### config.mk
export PLATFORM = sky130hd
export DESIGN_NAME = ascii_range_frame_parser_top_flat
export DESIGN_NICKNAME = d
export VERILOG_FILES = /design/src/hw/rtl/arfp_pkg.sv /design/src/hw/rtl/arfp_item_if.sv /design/src/hw/rtl/arfp_result_if.sv /design/src/hw/rtl/arfp_cfg_if.sv /design/src/hw/rtl/arfp_step.sv /design/src/hw/rtl/ascii_range_frame_parser_top.sv /design/src/flat_wrapper.sv
export VERILOG_INCLUDE_DIRS = /design/src /design/src/hw/rtl
export SDC_FILE = /design/constraint.sdc
export NUM_CORES = 1
export LEC_CHECK = 0
export BUFFER_PORTS_ARGS = -buffer_cell sky130_fd_sc_hd__buf_2
export CORE_MARGIN = 3
export CORE_UTILIZATION = 45
export CTS_BUF_LIST = sky130_fd_sc_hd__clkbuf_4 sky130_fd_sc_hd__clkbuf_8
export CTS_CLUSTER_DIAMETER = 50
export DETAILED_ROUTE_END_ITERATION = 12
export GPL_ROUTABILITY_DRIVEN = 0
export GPL_TIMING_DRIVEN = 0
export PLACE_DENSITY = 0.79
export SETUP_SLACK_MARGIN = 0.4
export SLEW_MARGIN = 20
export SYNTH_ARGS = -nofsm -noshare
export SYNTH_HDL_FRONTEND = slang
export SYNTH_SLANG_ARGS = --single-unit
### constraint.sdc
create_clock -name clk_i -period 4.25 [get_ports clk_i]
set_input_delay 0.6375 -clock clk_i [delete_from_list [all_inputs] [get_ports clk_i]]
set_output_delay 0.6375 -clock clk_i [all_outputs]
set_load 0.01 [all_outputs]
### src/hw/rtl/ascii_range_frame_parser_top_assert.svh
// ---------------------------------------------------------------------------
// Assertion macros for the ASCII range frame parser
// Clocked on clk_i, disabled while rst_ni is low.
// ---------------------------------------------------------------------------
`ifndef ASCII_RANGE_FRAME_PARSER_TOP_ASSERT_SVH
`define ASCII_RANGE_FRAME_PARSER_TOP_ASSERT_SVH

// Same-cycle implication
`define ARFP_ASSERT_IMPL(lbl, ante, cons) \
  lbl: assert property (@(posedge clk_i) disable iff (!rst_ni) (ante) |-> (cons)) \
    else $error("frame parser check failed");

// Next-cycle implication
`define ARFP_ASSERT_NEXT(lbl, ante, cons) \
  lbl: assert property (@(posedge clk_i) disable iff (!rst_ni) (ante) |=> (cons)) \
    else $error("frame parser check failed");

`endif

### src/hw/rtl/arfp_pkg.sv
// ---------------------------------------------------------------------------
// arfp_pkg
// Types and constants shared by the ASCII range frame parser.
// ---------------------------------------------------------------------------
package arfp_pkg;

  localparam int unsigned ValueW   = 14;
  localparam int unsigned DigitsW  = 3;
  localparam int unsigned ElapsedW = 10;
  localparam int unsigned TimeoutW = 10;

  // Item kinds
  localparam logic KIND_BYTE = 1'b0;
  localparam logic KIND_TICK = 1'b1;

  // Characters
  localparam logic [7:0] CH_START = 8'h52;  // 'R'
  localparam logic [7:0] CH_CR    = 8'h0D;
  localparam logic [7:0] CH_ZERO  = 8'h30;
  localparam logic [7:0] CH_NINE  = 8'h39;

  localparam logic [TimeoutW-1:0] TIMEOUT_RESET = 10'd500;
  localparam logic [DigitsW-1:0]  COUNT_MAX     = 3'd5;
  localparam logic [DigitsW-1:0]  COUNT_VALUE   = 3'd4;  // digits taken into the value
  localparam logic [DigitsW-1:0]  COUNT_MIN_OK  = 3'd3;
  localparam logic [ElapsedW-1:0] ELAPSED_MAX   = 10'd1023;

  typedef struct packed {
    logic                in_frame;
    logic [DigitsW-1:0]  digit_count;
    logic [ValueW-1:0]   value_accum;
    logic [ElapsedW-1:0] elapsed_ms;
  } arfp_state_t;

  typedef struct packed {
    logic [ValueW-1:0]  range_value;
    logic [DigitsW-1:0] digit_total;
  } arfp_result_t;

endpackage

### src/hw/rtl/arfp_item_if.sv
// ---------------------------------------------------------------------------
// arfp_item_if
// Input channel: received byte or millisecond tick.
// ---------------------------------------------------------------------------
interface arfp_item_if;
  logic       valid;
  logic       ready;
  logic       kind;
  logic [7:0] rx_byte;

  modport source (output valid, output kind, output rx_byte, input ready);
  modport sink   (input valid, input kind, input rx_byte, output ready);
endinterface

### src/hw/rtl/arfp_result_if.sv
// ---------------------------------------------------------------------------
// arfp_result_if
// Output channel: one completed range frame.
// ---------------------------------------------------------------------------
interface arfp_result_if;
  logic        valid;
  logic        ready;
  logic [13:0] range_value;
  logic [2:0]  digit_total;

  modport source (output valid, output range_value, output digit_total, input ready);
  modport sink   (input valid, input range_value, input digit_total, output ready);
endinterface

### src/hw/rtl/arfp_cfg_if.sv
// ---------------------------------------------------------------------------
// arfp_cfg_if
// Configuration write channel for the timeout register.
// ---------------------------------------------------------------------------
interface arfp_cfg_if;
  logic       valid;
  logic       ready;
  logic [9:0] timeout_ms;

  modport source (output valid, output timeout_ms, input ready);
  modport sink   (input valid, input timeout_ms, output ready);
endinterface

### src/hw/rtl/arfp_step.sv
// ---------------------------------------------------------------------------
// arfp_step
// Next-state and result logic for one byte or tick.
// ---------------------------------------------------------------------------
module arfp_step (
  input  arfp_pkg::arfp_state_t  state_i,
  input  logic [9:0]             timeout_ms_i,
  input  logic                   kind_i,
  input  logic [7:0]             rx_byte_i,
  output arfp_pkg::arfp_state_t  state_o,
  output logic                   emit_o,
  output arfp_pkg::arfp_result_t result_o
);
  import arfp_pkg::*;

  logic              is_digit;
  logic [3:0]        digit_val;
  logic [ValueW-1:0] value_x10;

  assign is_digit  = (rx_byte_i >= CH_ZERO) && (rx_byte_i <= CH_NINE);
  assign digit_val = rx_byte_i[3:0];  // low nibble of '0'..'9'
  // value * 10 as (value << 3) + (value << 1), kept to 14 bits
  assign value_x10 = {state_i.value_accum[ValueW-4:0], 3'b000}
                   + {state_i.value_accum[ValueW-2:0], 1'b0};

  assign result_o.range_value = state_i.value_accum;
  assign result_o.digit_total = state_i.digit_count;

  always_comb begin
    state_o = state_i;
    emit_o  = 1'b0;
    if (kind_i == KIND_TICK) begin
      // elapsed time runs only inside a frame
      if (state_i.in_frame && (state_i.elapsed_ms != ELAPSED_MAX)) begin
        state_o.elapsed_ms = state_i.elapsed_ms + 10'd1;
      end
    end else if (rx_byte_i == CH_START) begin
      state_o.in_frame    = 1'b1;
      state_o.elapsed_ms  = '0;
      state_o.digit_count = '0;
      state_o.value_accum = '0;
    end else if (!state_i.in_frame) begin
      // stray byte, ignored
    end else if (state_i.elapsed_ms > timeout_ms_i) begin
      // late byte drops the frame
      state_o.in_frame    = 1'b0;
      state_o.digit_count = '0;
      state_o.value_accum = '0;
    end else if (rx_byte_i == CH_CR) begin
      emit_o = (state_i.digit_count == COUNT_MIN_OK) ||
               (state_i.digit_count == COUNT_VALUE);
      state_o.in_frame    = 1'b0;
      state_o.digit_count = '0;
      state_o.value_accum = '0;
    end else if (is_digit) begin
      if (state_i.digit_count < COUNT_VALUE) begin
        state_o.value_accum = value_x10 + {{(ValueW-4){1'b0}}, digit_val};
      end
      if (state_i.digit_count < COUNT_MAX) begin
        state_o.digit_count = state_i.digit_count + 3'd1;
      end
    end else begin
      // any other character drops the frame
      state_o.in_frame    = 1'b0;
      state_o.digit_count = '0;
      state_o.value_accum = '0;
    end
  end

endmodule

### src/hw/rtl/ascii_range_frame_parser_top.sv
// ---------------------------------------------------------------------------
// ascii_range_frame_parser_top
// Parser for 'R' + decimal digits + CR ranging frames, with a frame timeout.
// ---------------------------------------------------------------------------
// The block takes one item (received byte or millisecond tick) every clock
// cycle unless it stalls. Each item is captured in an input register,
// processed in a single pass by the next-state logic, and a completed 3- or
// 4-digit frame lands in the result register, so a CR byte passes the input
// register and then the result register. While the result register holds a
// result that the receiver has not taken, the processing stage holds and the
// input stalls once its register is full, for bytes and ticks alike.
// timeout_ms resets to 500; the user must see that it is written through
// cfg_i only while the block is idle; the block itself does not enforce it.
module ascii_range_frame_parser_top (
  input  logic    clk_i,
  input  logic    rst_ni,
  arfp_item_if.sink     item_i,
  arfp_cfg_if.sink      cfg_i,
  arfp_result_if.source result_o
);
  import arfp_pkg::*;

  // Input register
  logic          in_valid_q;
  logic          kind_q;
  logic [7:0]    byte_q;
  // Parser state and timeout register
  arfp_state_t   state_q, state_d;
  logic [TimeoutW-1:0] timeout_q;
  // Result register
  logic          res_valid_q, res_valid_d;
  arfp_result_t  res_q, res_step;
  logic          emit;
  logic          advance;

  // The processing stage moves when the result slot is free or being drained
  assign advance      = !res_valid_q || result_o.ready;
  assign item_i.ready = !in_valid_q || advance;
  assign cfg_i.ready  = 1'b1;

  arfp_step u_step (
    .state_i      (state_q),
    .timeout_ms_i (timeout_q),
    .kind_i       (kind_q),
    .rx_byte_i    (byte_q),
    .state_o      (state_d),
    .emit_o       (emit),
    .result_o     (res_step)
  );

  // Input register, control part
  always_ff @(posedge clk_i or negedge rst_ni) begin
    if (!rst_ni) begin
      in_valid_q <= 1'b0;
    end else if (item_i.ready) begin
      in_valid_q <= item_i.valid;
    end
  end

  // Input register, payload
  always_ff @(posedge clk_i) begin
    if (item_i.valid && item_i.ready) begin
      kind_q <= item_i.kind;
      byte_q <= item_i.rx_byte;
    end
  end

  // Parser state
  always_ff @(posedge clk_i or negedge rst_ni) begin
    if (!rst_ni) begin
      state_q <= '0;
    end else if (in_valid_q && advance) begin
      state_q <= state_d;
    end
  end

  // Timeout register
  always_ff @(posedge clk_i or negedge rst_ni) begin
    if (!rst_ni) begin
      timeout_q <= TIMEOUT_RESET;
    end else if (cfg_i.valid && cfg_i.ready) begin
      timeout_q <= cfg_i.timeout_ms;
    end
  end

  // Result register
  always_comb begin
    res_valid_d = res_valid_q;
    if (advance) begin
      res_valid_d = in_valid_q && emit;
    end
  end

  always_ff @(posedge clk_i or negedge rst_ni) begin
    if (!rst_ni) begin
      res_valid_q <= 1'b0;
    end else begin
      res_valid_q <= res_valid_d;
    end
  end

  always_ff @(posedge clk_i) begin
    if (advance && in_valid_q && emit) begin
      res_q <= res_step;
    end
  end

  assign result_o.valid       = res_valid_q;
  assign result_o.range_value = res_q.range_value;
  assign result_o.digit_total = res_q.digit_total;

  // Checks
`include "ascii_range_frame_parser_top_assert.svh"

  `ARFP_ASSERT_IMPL(a_res_digits, res_valid_q,
                    (res_q.digit_total == COUNT_MIN_OK) || (res_q.digit_total == COUNT_VALUE))
  `ARFP_ASSERT_IMPL(a_idle_clear, !state_q.in_frame,
                    (state_q.digit_count == '0) && (state_q.value_accum == '0))
  `ARFP_ASSERT_NEXT(a_tick_idle, in_valid_q && advance && (kind_q == KIND_TICK)
                    && !state_q.in_frame, $stable(state_q))
  `ARFP_ASSERT_NEXT(a_res_hold, res_valid_q && !result_o.ready,
                    res_valid_q && $stable(res_q))

endmodule

### src/flat_wrapper.sv
// flat-port wrapper written by rule: the top's interface ports become plain ports
module ascii_range_frame_parser_top_flat import arfp_pkg::*;
  (clk_i, rst_ni, item_i_valid, item_i_kind, item_i_rx_byte, item_i_ready, cfg_i_valid, cfg_i_timeout_ms, cfg_i_ready, result_o_valid, result_o_range_value, result_o_digit_total, result_o_ready);
  arfp_item_if item_i_i ();
  arfp_cfg_if cfg_i_i ();
  arfp_result_if result_o_i ();
  input  logic clk_i;
  input  logic rst_ni;
  input wire logic [$bits(item_i_i.valid)-1:0] item_i_valid;
  input wire logic [$bits(item_i_i.kind)-1:0] item_i_kind;
  input wire logic [$bits(item_i_i.rx_byte)-1:0] item_i_rx_byte;
  output wire logic [$bits(item_i_i.ready)-1:0] item_i_ready;
  input wire logic [$bits(cfg_i_i.valid)-1:0] cfg_i_valid;
  input wire logic [$bits(cfg_i_i.timeout_ms)-1:0] cfg_i_timeout_ms;
  output wire logic [$bits(cfg_i_i.ready)-1:0] cfg_i_ready;
  output wire logic [$bits(result_o_i.valid)-1:0] result_o_valid;
  output wire logic [$bits(result_o_i.range_value)-1:0] result_o_range_value;
  output wire logic [$bits(result_o_i.digit_total)-1:0] result_o_digit_total;
  input wire logic [$bits(result_o_i.ready)-1:0] result_o_ready;
  assign item_i_i.valid = item_i_valid;
  assign item_i_i.kind = item_i_kind;
  assign item_i_i.rx_byte = item_i_rx_byte;
  assign item_i_ready = item_i_i.ready;
  assign cfg_i_i.valid = cfg_i_valid;
  assign cfg_i_i.timeout_ms = cfg_i_timeout_ms;
  assign cfg_i_ready = cfg_i_i.ready;
  assign result_o_valid = result_o_i.valid;
  assign result_o_range_value = result_o_i.range_value;
  assign result_o_digit_total = result_o_i.digit_total;
  assign result_o_i.ready = result_o_ready;
  ascii_range_frame_parser_top u_core (.clk_i(clk_i), .rst_ni(rst_ni), .item_i(item_i_i), .cfg_i(cfg_i_i), .result_o(result_o_i));
endmodule
Yosys cells after proc, flatten, opt, wreduce, memory -nomap -nowiden

Cells that the tools add are included.

Add/subtract/negate cells: 4
Order comparisons: 5
Equality and inequality tests: 8
Multiplexer cells: 16
Bitwise gates (word level): 1
Reductions and logical operators: 17

Operators by type and width:

| kind                                                                                | count |
|---|---|
| 18-bit 2-to-1 mux                                                                   | 4 |
| 10-bit 2-to-1 mux                                                                   | 3 |
| 17-bit 2-to-1 mux                                                                   | 1 |
| 14-bit adder                                                                        | 1 |
| 14-bit by 4-bit adder with 14-bit output                                            | 1 |
| 14-bit 2-to-1 mux                                                                   | 1 |
| 10-bit by 1-bit adder with 10-bit output, second input constant                     | 1 |
| 10-bit > comparator                                                                 | 1 |
| 10-bit != test, second input constant                                               | 1 |
| 5-bit by 1-bit != test with 1-bit output, second input constant                     | 2 |
| 8-bit by 4-bit equality test with 1-bit output, second input constant               | 1 |
| 8-bit by 7-bit equality test with 1-bit output, second input constant               | 1 |
| 8-bit by 6-bit greater-or-equal comparator with 1-bit output, second input constant | 1 |
| 8-bit by 6-bit less-or-equal comparator with 1-bit output, second input constant    | 1 |
| 4-bit AND reduction                                                                 | 2 |
| 1-bit logical AND                                                                   | 6 |
| 3-bit less-than comparator, second input constant                                   | 2 |
| 1-bit 2-to-1 mux                                                                    | 6 |
| 2-bit nonzero test                                                                  | 2 |
| 3-bit by 1-bit adder with 3-bit output, second input constant                       | 1 |
| 3-bit by 2-bit equality test with 1-bit output, second input constant               | 1 |
| 3-bit equality test, second input constant                                          | 1 |
| 1-bit logical OR                                                                    | 3 |
| 3-bit 2-to-1 mux                                                                    | 1 |
| other kinds (5)                                                                     | 6 |

Bits in registers: 66
Input bits: 24
Logic and storage cells: 62

Depth between registers and ports, before layout

Gate-level depths: netlist of the first run.

Word-level depth: 8
Gate-level depth with buffers: 10
Depth with buffers taken out: 10

Modules after synthesis

A second synthesis of the first run with hierarchy kept.

Cell total of the unflattened synthesis: 346
Area, all modules: 4131.5 µm²

Modules (own cells, without submodules):

| module                       | instances | cells an instance | area each (µm²) |
|---|---|---|---|
| ascii_range_frame_parser_top | 1         | 118               | 2409.8 |
| arfp_step                    | 1         | 228               | 1721.7 |

Least setup slack after synthesis of the first run

No wires, ideal clock.

Path kind: register -> register
From: reg u_core.timeout_q[7]
To: reg u_core.res_q (netlist bit u_core.result_o.digit_total[0]), enable pin
Arrival time: 3.504 ns
Required time: 3.813 ns
Slack: 0.310 ns
Stages on the path, launching flop included: 8
Path buffers: 0
Path through: dfstp_2 inv_1 ha_1 a21o_1 a21o_1 a2111oi_4 a21oi_2 nor4_1

Longest elaborated chain between the ends: 6

Ends and longest elaborated chain:

| what                   | RTL line                            | text |
|---|---|---|
| from (decl)            | ascii_range_frame_parser_top.sv:29  | `logic [TimeoutW-1:0] timeout_q;` |
| from (signal assigned) | ascii_range_frame_parser_top.sv:82  | `timeout_q <= cfg_i.timeout_ms;` |
| 10-bit > comparator    | arfp_step.sv:44                     | `end else if (state_i.elapsed_ms > timeout_ms_i) begin` |
| 1-bit 2-to-1 mux       | arfp_step.sv:44                     |  |
| 1-bit 2-to-1 mux       | arfp_step.sv:42                     | `end else if (!state_i.in_frame) begin` |
| 1-bit 2-to-1 mux       | arfp_step.sv:37                     | `end else if (rx_byte_i == CH_START) begin` |
| 1-bit 2-to-1 mux       | arfp_step.sv:32                     | `if (kind_i == KIND_TICK) begin` |
| 1-bit logical AND      | ascii_range_frame_parser_top.sv:103 | `if (advance && in_valid_q && emit) begin` |
| to (signal assigned)   | ascii_range_frame_parser_top.sv:104 | `res_q <= res_step;` |
| to (decl)              | ascii_range_frame_parser_top.sv:32  | `arfp_result_t res_q, res_step;` |

No other way between the ends.
A chain may end at the register's enable or synchronous reset.

Final worst setup path of the first run

From: reg u_core.timeout_q[7]
To: reg u_core.res_q (netlist bit u_core.result_o.digit_total[2]), enable pin

The elaborated chain is that of the path after synthesis.

==> metrics.txt, run 1 <==
1st-iter DRT viols 144; initial antenna violation count 0; simple-gate portion of the synthesized area 13.18%; core utilization of the finished layout 55.04%; number of vias in the routed layout 2518; nets@finish 425; cell-internal power 959.3 uW; outcome complete, no violations; kind of start point of the critical path register; Tcrit/Tclk final 70.85%; initial core utilization 47.94%; maximum number of pins on one net before global-route repair 41; hold_buf cts 0; largest clock skew in the final design 0.007387 ns; leading area contributor after synthesis dfrtp_1; clock latency on the worst-skew pair 0.34 ns; EDFF count, synth 26; Clock transition at path regs 0.07 ns; post-synthesis register bit count 66; worst-case setup margin in the final layout 1.239 ns; CTS Buf Count 9; Total Die Area 0.009082 mm2; n_diodes 0; number of global-route vias before repair 2430; combined area of all synthesized cells 0.003588 mm2; Avg Inst Size Synth 11.54 um2; Max-slew headroom 40.70%; distinct cell type count after synthesis 55; die width 95.30 um; final setup vio count 0; power density of the placed cells 302.1 mW/mm2; share of layout cells above drive strength 1 23.31%; net switching component of the power 285.2 uW; post-synthesis async set-or-reset flop share 60.61%; final hold viol count 0; RSZ-0062 raised after global routing false; critical path peak fanout 11; root buffer cell clkbuf_8; global route overflow 0; number of optimization iterations in the first detailed-route pass 4; combinational family with the most area after synthesis adder cells; critical path class register to register; TritonCTS clock tree done; synth top area cells dfrtp_1, edfxtp_1, ha_1; area growth from synthesis to layout 14.82%; post-detailed-routing wire length 6752 um; DP Worst Slack 1.210 ns; f_max 0.3321 GHz; post-DR wirelength/cell 14.43 um; number of warnings reported in the yosys synthesis log 0; Worst VDD drop 0.1593 mV; critical path capture point type register; top flip-flop cell by instance count after synthesis dfrtp_1; multiplexer share of the synthesized area 3.243%; synthesized-area fraction occupied by adder cells 13.32%; CTS Buffer Depth 2; kind of path behind the tightest hold check input port to async pin; number of H-tree branching levels 3; port buffer count 41; number of I/O pins 44; detailed-route vias per instance 5.380; CP Data Arrival Time 3.06 ns; portion of total power attributed to sequential cells 56.0%; die boundary height 95.30 um; data required time of the worst path 4.30 ns; post-route DRC violation count 0; sequential-to-total area share from yosys stat 49.86%; share of total power in the clock network 38.0%; min cycle time layout 3.011 ns; combinational power share 6.0%; Power, Total 1.245 mW; gr usage total 16.29%; compound-gate portion of the synthesized area 12.80%; MaxCap Viol Count 0; number of cells upsized or downsized after cts 0; Synth Instances 311; wire length of the first global-routing pass 11410 um; number of pins with negative max-slew slack in the final report 0; xor and xnor area share after synthesis 3.905%; net count after synthesis 372; Floorplan Core Area 0.007486 mm2; share of the synthesized area in the top cell type 23.71%; clock sink total 66; sw frac 22.92%; Worst-Margin Slew 0.8895 ns; Post-DP HPWL 5169 um; post-route ant nets 0; total negative setup slack 0 ns; Rows 31; # Post-CTS Setup Buffers 0; Leak Pwr 1.825 nW
-- power groups by stage --
stage / Clock, mW / Combinational [mW] / Sequential, mW
finish: 0.472 / 0.0745 / 0.698
global route: 0.511 / 0.0865 / 0.699
CTS: 0.481 / 0.0757 / 0.698
detailed placement: 0 / 0.0753 / 0.710
global placement: 0 / 0.0712 / 0.709
floorplan: 0 / 0.0463 / 0.706
-- logic make-up (layout without fill, tap and decap cells) --
logic type / count (synthesis) / after routing
AOI/OAI and AO/OA: 60 / 60
xor gates and xnor gates: 16 / 16
adders and majority gates: 37 / 37
buffers and inverters: 31 / 89
DFF: 66 / 66
muxes: 10 / 10
other: 1 / 1
and+or+nand+nor: 90 / 90
-- cell type report --
class	instances	area (um2)
well taps	99	123.9
plain buffers	6	35.03
repair buffers	42	216.5
multi-input cells	214	1685
clock buffers	13	160.2
fillers	670	3366
flip-flops and latches	66	1789
clock inverters	3	16.27
inverters	25	93.84
-- Yosys cell counts (all sizes together) (7+ instances only) --
library cell / count
ha: 35
dfrtp: 34
edfxtp: 26
inv: 25
nand2: 19
o21ai: 15
nor2: 13
nand3: 12
nor3: 12
xnor2: 11
a21oi: 10
mux2: 10
nor4: 9
nand4: 7
-- cells in the final DEF, fill, tap and decap left out, drive strengths merged, types with 3 or more instances in the layout --
master | synthesis | final
buf | 3 | 45
ha | 35 | 35
dfrtp | 34 | 34
edfxtp | 26 | 26
inv | 25 | 26
nand2 | 19 | 19
clkbuf | 3 | 16
o21ai | 15 | 15
nor2 | 13 | 13
nand3 | 12 | 12
nor3 | 12 | 12
xnor2 | 11 | 11
a21oi | 10 | 10
mux2 | 10 | 10
nor4 | 9 | 9
nand4 | 7 | 7
a22o | 6 | 6
dfstp | 6 | 6
xor2 | 5 | 5
nor2b | 4 | 4
a21o | 4 | 4
a2111oi | 4 | 4
o21bai | 3 | 3
o31ai | 3 | 3
-- routing by layer --
metal / GRT usage (%) / up-vias / routed length, um
li1: - / 1265 / -
met1: 21.99 / 1197 / 3210
met2: 25.36 / 48 / 3156
met3: 3.078 / 8 / 279
met4: 7.572 / 0 / 105
met5: 0 / - / 0
-- through the flow --
| stage | hold slack, ns | instance area, um2 | instances |
|---|---|---|---|
| detailed placement | 0.4491 | 3944 | 452 |
| CTS | 0.4431 | 4120 | 468 |
| finish | 0.4206 | 4120 | 468 |
| floorplan | 0.3419 | 3595 | 311 |
| global placement | 0.4395 | 3924 | 451 |
| global route | 0.4606 | 4120 | 468 |
-- sequential cells by signal (all words and copies together), names as in the netlist --
name and count:
u_core.state_q 28, u_core.kind_q 1, u_core.result_o.valid 1, u_core.in_valid_q 1
u_core.result_o.range_value 14, u_core.byte_q 8, u_core.timeout_q 10, u_core.result_o.digit_total 3
-- critical path: stages (launching register included) --
cell,delay [ns]
dfstp_2,0.51
inv_1,0.05
ha_1,0.31
a21o_1,0.16
a21o_1,0.20
a2111oi_4,0.36
a21oi_2,0.20
nor4_4,0.68
buf_6,0.24
-- worst paths after layout --
check,start,end,slack [ns],depth (start not counted)
max,u_core.timeout_q[7],u_core.result_o.digit_total[2],1.24,8
min,rst_ni,u_core.timeout_q[3],0.42,1
max reg2reg,u_core.timeout_q[7],u_core.result_o.digit_total[2],1.24,8
min reg2reg,u_core.state_q[23],u_core.result_o.range_value[13],0.46,0
max in group asynchronous,rst_ni,u_core.state_q[7],3.28,1
min in group clk_i,u_core.state_q[23],u_core.result_o.range_value[13],0.46,0
Note: power is estimated with default switching activity, not from simulation.
==> run 2: changes to the inputs <==
- clock period: 4.25 -> 2.5 ns (I/O delays scaled with it)
==> run 2 against run 1 <==
The flow now finishes with violations (negative setup slack). Via count up 12%. Non-clock buffer count grew 34. Largest power group unchanged. Maximum frequency grew 17%. Final area up 21%. Final cell count grew 7.5%. Register-to-register slack got worse by 1.3 ns. Sequential share of layout area is 7.3 points lower. Wire length is 32% higher.
==> metrics.txt, run 2 (synthesized netlist as in run 1, its figures left out) <==
final setup vio count 11; clock sink total 66; global route overflow 0; kind of start point of the critical path register; n_diodes 0; worst-case reg-to-reg path depth 9; Worst VDD drop 0.4197 mV; clock latency on the worst-skew pair 0.35 ns; worst reg2reg setup slack -0.08 ns; post-route DRC violation count 0; power density of the placed cells 516.3 mW/mm2; die width 95.30 um; CTS Buffer Depth 2; detailed-route vias per instance 5.626; maximum number of pins on one net before global-route repair 41; worst-case setup margin in the final layout -0.08205 ns; worst reg2reg path startpoint u_core.state_q[12]; post-detailed-routing wire length 8916 um; gr usage total 19.14%; f_max 0.3873 GHz; post-route ant nets 0; highest-count cells in the layout ignoring fill and taps buf_2, dfrtp_1, edfxtp_1; RSZ-0062 raised after global routing true; Tcrit/Tclk final 103.3%; max reg flops 28; share of layout cells above drive strength 1 41.83%; MaxCap Viol Count 0; most flop-heavy register u_core.state_q; Total Die Area 0.009082 mm2; endpoint of the most critical register-to-register path u_core.state_q[22]; number of pins with negative max-slew slack in the final report 0; nets@finish 460; Rows 31; initial antenna violation count 0; total negative setup slack -0.4730 ns; Worst-Margin Slew 0.9486 ns; TritonCTS clock tree done; number of I/O pins 44; initial core utilization 47.94%; root buffer cell clkbuf_8; Power, Total 2.564 mW; number of H-tree branching levels 3; port buffer count 41; largest clock skew in the final design 0.01097 ns; data required time of the worst path 2.79 ns; critical path peak fanout 2; Post-DP HPWL 5280 um; final hold viol count 0; min cycle time layout 2.582 ns; outcome finished, violations left; area growth from synthesis to layout 38.39%; post-DR wirelength/cell 17.73 um; number of vias in the routed layout 2830; wire length of the first global-routing pass 13130 um; most frequent standard cell in the layout excluding fill and tap cells buf_2; Floorplan Core Area 0.007486 mm2; kind of path behind the tightest hold check input port to async pin; worst setup path startpoint u_core.state_q[12]; 1st-iter DRT viols 124; critical path class register to register; CTS Buf Count 9; CP Data Arrival Time 2.87 ns; violated checks negative setup slack; die boundary height 95.30 um; Max-slew headroom 36.76%; number of global-route vias before repair 2759; number of optimization iterations in the first detailed-route pass 4; critical path capture point type register; Clock transition at path regs 0.08 ns; Leak Pwr 2.157 nW
-- run 2: changes by cell type in the layout (fill, tap and decap cells not counted), moves of 7 or more --
| cell | before | now |
|---|---|---|
| buf_4 | 1 | 22 |
| buf_6 | 2 | 15 |
| ha_1 | 35 | 20 |
| ha_4 | 0 | 12 |
| inv_1 | 25 | 17 |
| inv_2 | 0 | 8 |
| mux2_2 | 9 | 2 |
| mux2_4 | 1 | 8 |
-- run 2: worst max path at each step --
| stage | to | cells after the start |
|---|---|---|
| floorplan | u_core.result_o.digit_total[0] | 7 |
| global placement | u_core.result_o.range_value[9] | 7 |
| detailed placement | u_core.state_q[16] | 9 |
| CTS | u_core.state_q[22] | 9 |
| global route | u_core.state_q[21] | 10 |
| finish | u_core.state_q[22] | 9 |
-- run 2: routing by layer --
metal	vias up	part of all wire [%]	wire length, um	GRT usage [%]
met3	31	5.4	483	4.025
met2	92	49	4361	32.01
met5	-	0	0	0
met4	0	3.7	331	8.413
met1	1379	42	3739	23.85
li1	1328	-	-	-
-- run 2: repair_timing --
action | 4_1_cts | 5_1_grt
pin swaps | 18 | 20
setup endpoints to repair | 36 | 42
gates resized for setup | 36 | 39
setup buffers | 19 | 13
gates cloned | 1 | 2
hold buffers | 0 | 0
-- run 2: power breakdown --
part	leakage, nW	switching [mW]	internal (mW)
combinational	1.30	0.103	0.0805
clock	0.129	0.431	0.763
sequential	0.727	0.0246	1.16
total	2.16	0.558	2.01
-- run 2: layout make-up --
type                    count  area, um2
plain buffers               6      41.29
clock buffers               9      123.9
clock inverters             7      141.4
fillers                   502       2520
inverters                  25      93.84
multi-input cells         215       2126
flip-flops and latches     66       1792
well taps                  99      123.9
repair buffers             76      524.3
-- run 2: stage by stage --
| step | area [um2] | setup WS (ns) | cells | utilization [%] | hold WS, ns |
|---|---|---|---|---|---|
| floorplan | 3702 | -0.1867 | 311 | - | 0.07941 |
| global placement | 4031 | -0.5699 | 451 | 53.85 | 0.4403 |
| detailed placement | 4043 | -0.3071 | 452 | 54.00 | 0.4414 |
| CTS | 4631 | -0.08860 | 488 | 61.86 | 0.1858 |
| global route | 4966 | -0.1643 | 503 | 66.34 | 0.1854 |
| finish | 4966 | -0.08205 | 503 | 66.34 | 0.1729 |
-- run 2: critical path, cell delays in order, from the launching register on --
cell      delay (ns)
dfrtp_1         0.38
inv_1           0.07
fa_2            0.55
fa_2            0.22
nor2b_2         0.05
o21a_1          0.23
o31ai_4         0.21
or4b_1          0.45
o211ai_1        0.16
a22o_1          0.18
==> run 3: changes to the inputs <==
- MAX_ROUTING_LAYER: unset -> met4
==> run 3 against run 2 <==
The run still ends with negative setup slack left. Via count rose by 0.67%. Maximum frequency rose by 0.59%. Non-clock buffer count did not move. Combinational power barely moved. Utilization did not move. Flip-flop and latch count did not move. Setup slack improved by 0.015 ns. Clock skew rose by 0.0015 ns. Global-route usage rose by 0.61 points. Final cell count did not move. Largest cell class unchanged.
==> metrics.txt, run 3 (synthesized netlist as in run 1, its figures left out) <==
fin area 0.004966 mm2; number of global-route vias before repair 2765; core utilization of the finished layout 66.34%; die width 95.30 um; MaxCap Viol Count 0; CP Data Arrival Time 2.80 ns; violated checks negative setup slack; max reg flops 28; CTS Buf Count 9; Rows 31; outcome finished, violations left; Worst VDD drop 0.4159 mV; Total Die Area 0.009082 mm2; clock latency on the worst-skew pair 0.35 ns; detailed-route vias per instance 5.664; kind of path behind the tightest hold check input port to async pin; Worst-Margin Slew 0.9535 ns; busiest layer in global routing met2; post-detailed-routing wire length 8931 um; critical path peak fanout 7; longest individual stage delay on the worst path 0.53 ns; gr usage total 19.75%; number of H-tree branching levels 3; f_max 0.3896 GHz; worst-case reg-to-reg path depth 9; port buffer count 41; data required time of the worst path 2.73 ns; n_diodes 0; clock sink total 66; met2 Use GR 31.90%; critical path capture point type register; number of vias in the routed layout 2849; CP max-delay cell dfstp_2; post-DR wirelength/cell 17.76 um; final hold viol count 0; Leak Pwr 2.157 nW; Max-slew headroom 36.43%; number of optimization iterations in the first detailed-route pass 4; most frequent standard cell in the layout excluding fill and tap cells buf_2; CTS Buffer Depth 2; power density of the placed cells 516.4 mW/mm2; min cycle time layout 2.567 ns; root buffer cell clkbuf_8; nets@finish 460; worst reg2reg setup slack -0.07 ns; largest clock skew in the final design 0.01247 ns; global route overflow 0; Tcrit/Tclk final 102.7%; TritonCTS clock tree done; share of layout cells above drive strength 1 41.83%; number of I/O pins 44; worst-case setup margin in the final layout -0.06702 ns; RSZ-0062 raised after global routing true; initial antenna violation count 0; cell mode on critical path a21o_1; kind of start point of the critical path register; cells traversed along the worst timing path inv_2, ha_4, a21o_1, a21o_1, a2111oi_4, a21oi_4, o31ai_4, buf_6, mux2_4; met1 routing resource usage after global routing 23.95%; Clock transition at path regs 0.07 ns; maximum number of pins on one net before global-route repair 41; total placed instance area 0.004043 mm2; initial core utilization 47.94%; critical path class register to register; 1st-iter DRT viols 125; number of pins with negative max-slew slack in the final report 0; area growth from synthesis to layout 38.39%; post-route ant nets 0; post-route DRC violation count 0; met3 usage 4.262%; final setup vio count 11; Post-DP HPWL 5280 um; die boundary height 95.30 um; most flop-heavy register u_core.state_q; highest-count cells in the layout ignoring fill and taps buf_2, dfrtp_1, edfxtp_1; wire length of the first global-routing pass 13140 um; Floorplan Core Area 0.007486 mm2
[run 3: cell counts in the layout (fill, tap and decap cells not counted)]
No cell type changed its count.
[run 3: final timing paths]
check,startpoint,endpoint
min in group clk_i,item_i_rx_byte[0],u_core.byte_q[0]
max reg2reg,u_core.timeout_q[7],u_core.state_q[11]
min reg2reg,u_core.state_q[23],u_core.result_o.range_value[13]
max,u_core.timeout_q[7],u_core.state_q[11]
max in group asynchronous,rst_ni,u_core.state_q[17]
min,rst_ni,u_core.state_q[2]
[run 3: critical path: cells and delay by family, from the launching register on]
kind / cells / cell delay (ns)
compound gates: 5 / 1.19
fa+ha+maj: 1 / 0.21
buf+inv: 2 / 0.23
flops: 1 / 0.53
mux: 1 / 0.29
[run 3: cell type report]
type / instances / area [um2]
Multi-Input combinational cell: 215 / 2126
Buffer: 6 / 41.29
Inverter: 25 / 93.84
Tap cell: 99 / 123.9
Fill cell: 502 / 2520
Timing Repair Buffer: 76 / 524.3
Clock buffer: 9 / 123.9
Clock inverter: 7 / 141.4
Sequential cell: 66 / 1792
[run 3: per-layer routing]
metal,share of wire (%),wire length (um),vias up
met1,42,3715,1381
met5,0,0,-
met4,3.4,308,0
met2,49,4405,106
met3,5.6,501,29
li1,-,-,1333
[run 3: power by group]
part / switching, mW / leakage [nW] / internal, mW
sequential: 0.0249 / 0.727 / 1.16
clock: 0.431 / 0.129 / 0.763
combinational: 0.103 / 1.30 / 0.0804
total: 0.559 / 2.16 / 2.01
[run 3: stage by stage]
| step | hold WS, ns | total power [mW] | TNS (ns) | setup slack, ns | cells |
|---|---|---|---|---|---|
| after global placement | 0.4403 | 1.332 | -11.54 | -0.5699 | 451 |
| after floorplan | 0.07941 | 1.284 | -3.386 | -0.1867 | 311 |
| after global routing | 0.1828 | 2.650 | -3.062 | -0.1633 | 503 |
| final | 0.1701 | 2.564 | -0.4907 | -0.06702 | 503 |
| after CTS | 0.1858 | 2.548 | -0.1110 | -0.08860 | 488 |
| after detailed placement | 0.4414 | 1.340 | -6.321 | -0.3071 | 452 |
[run 3: timing repair]
action | CTS | global route
hold buffers | 0 | 0
setup endpoints to repair | 36 | 42
gates resized for setup | 36 | 39
pin swaps | 18 | 20
gates cloned | 1 | 2
buffers inserted | 19 | 13
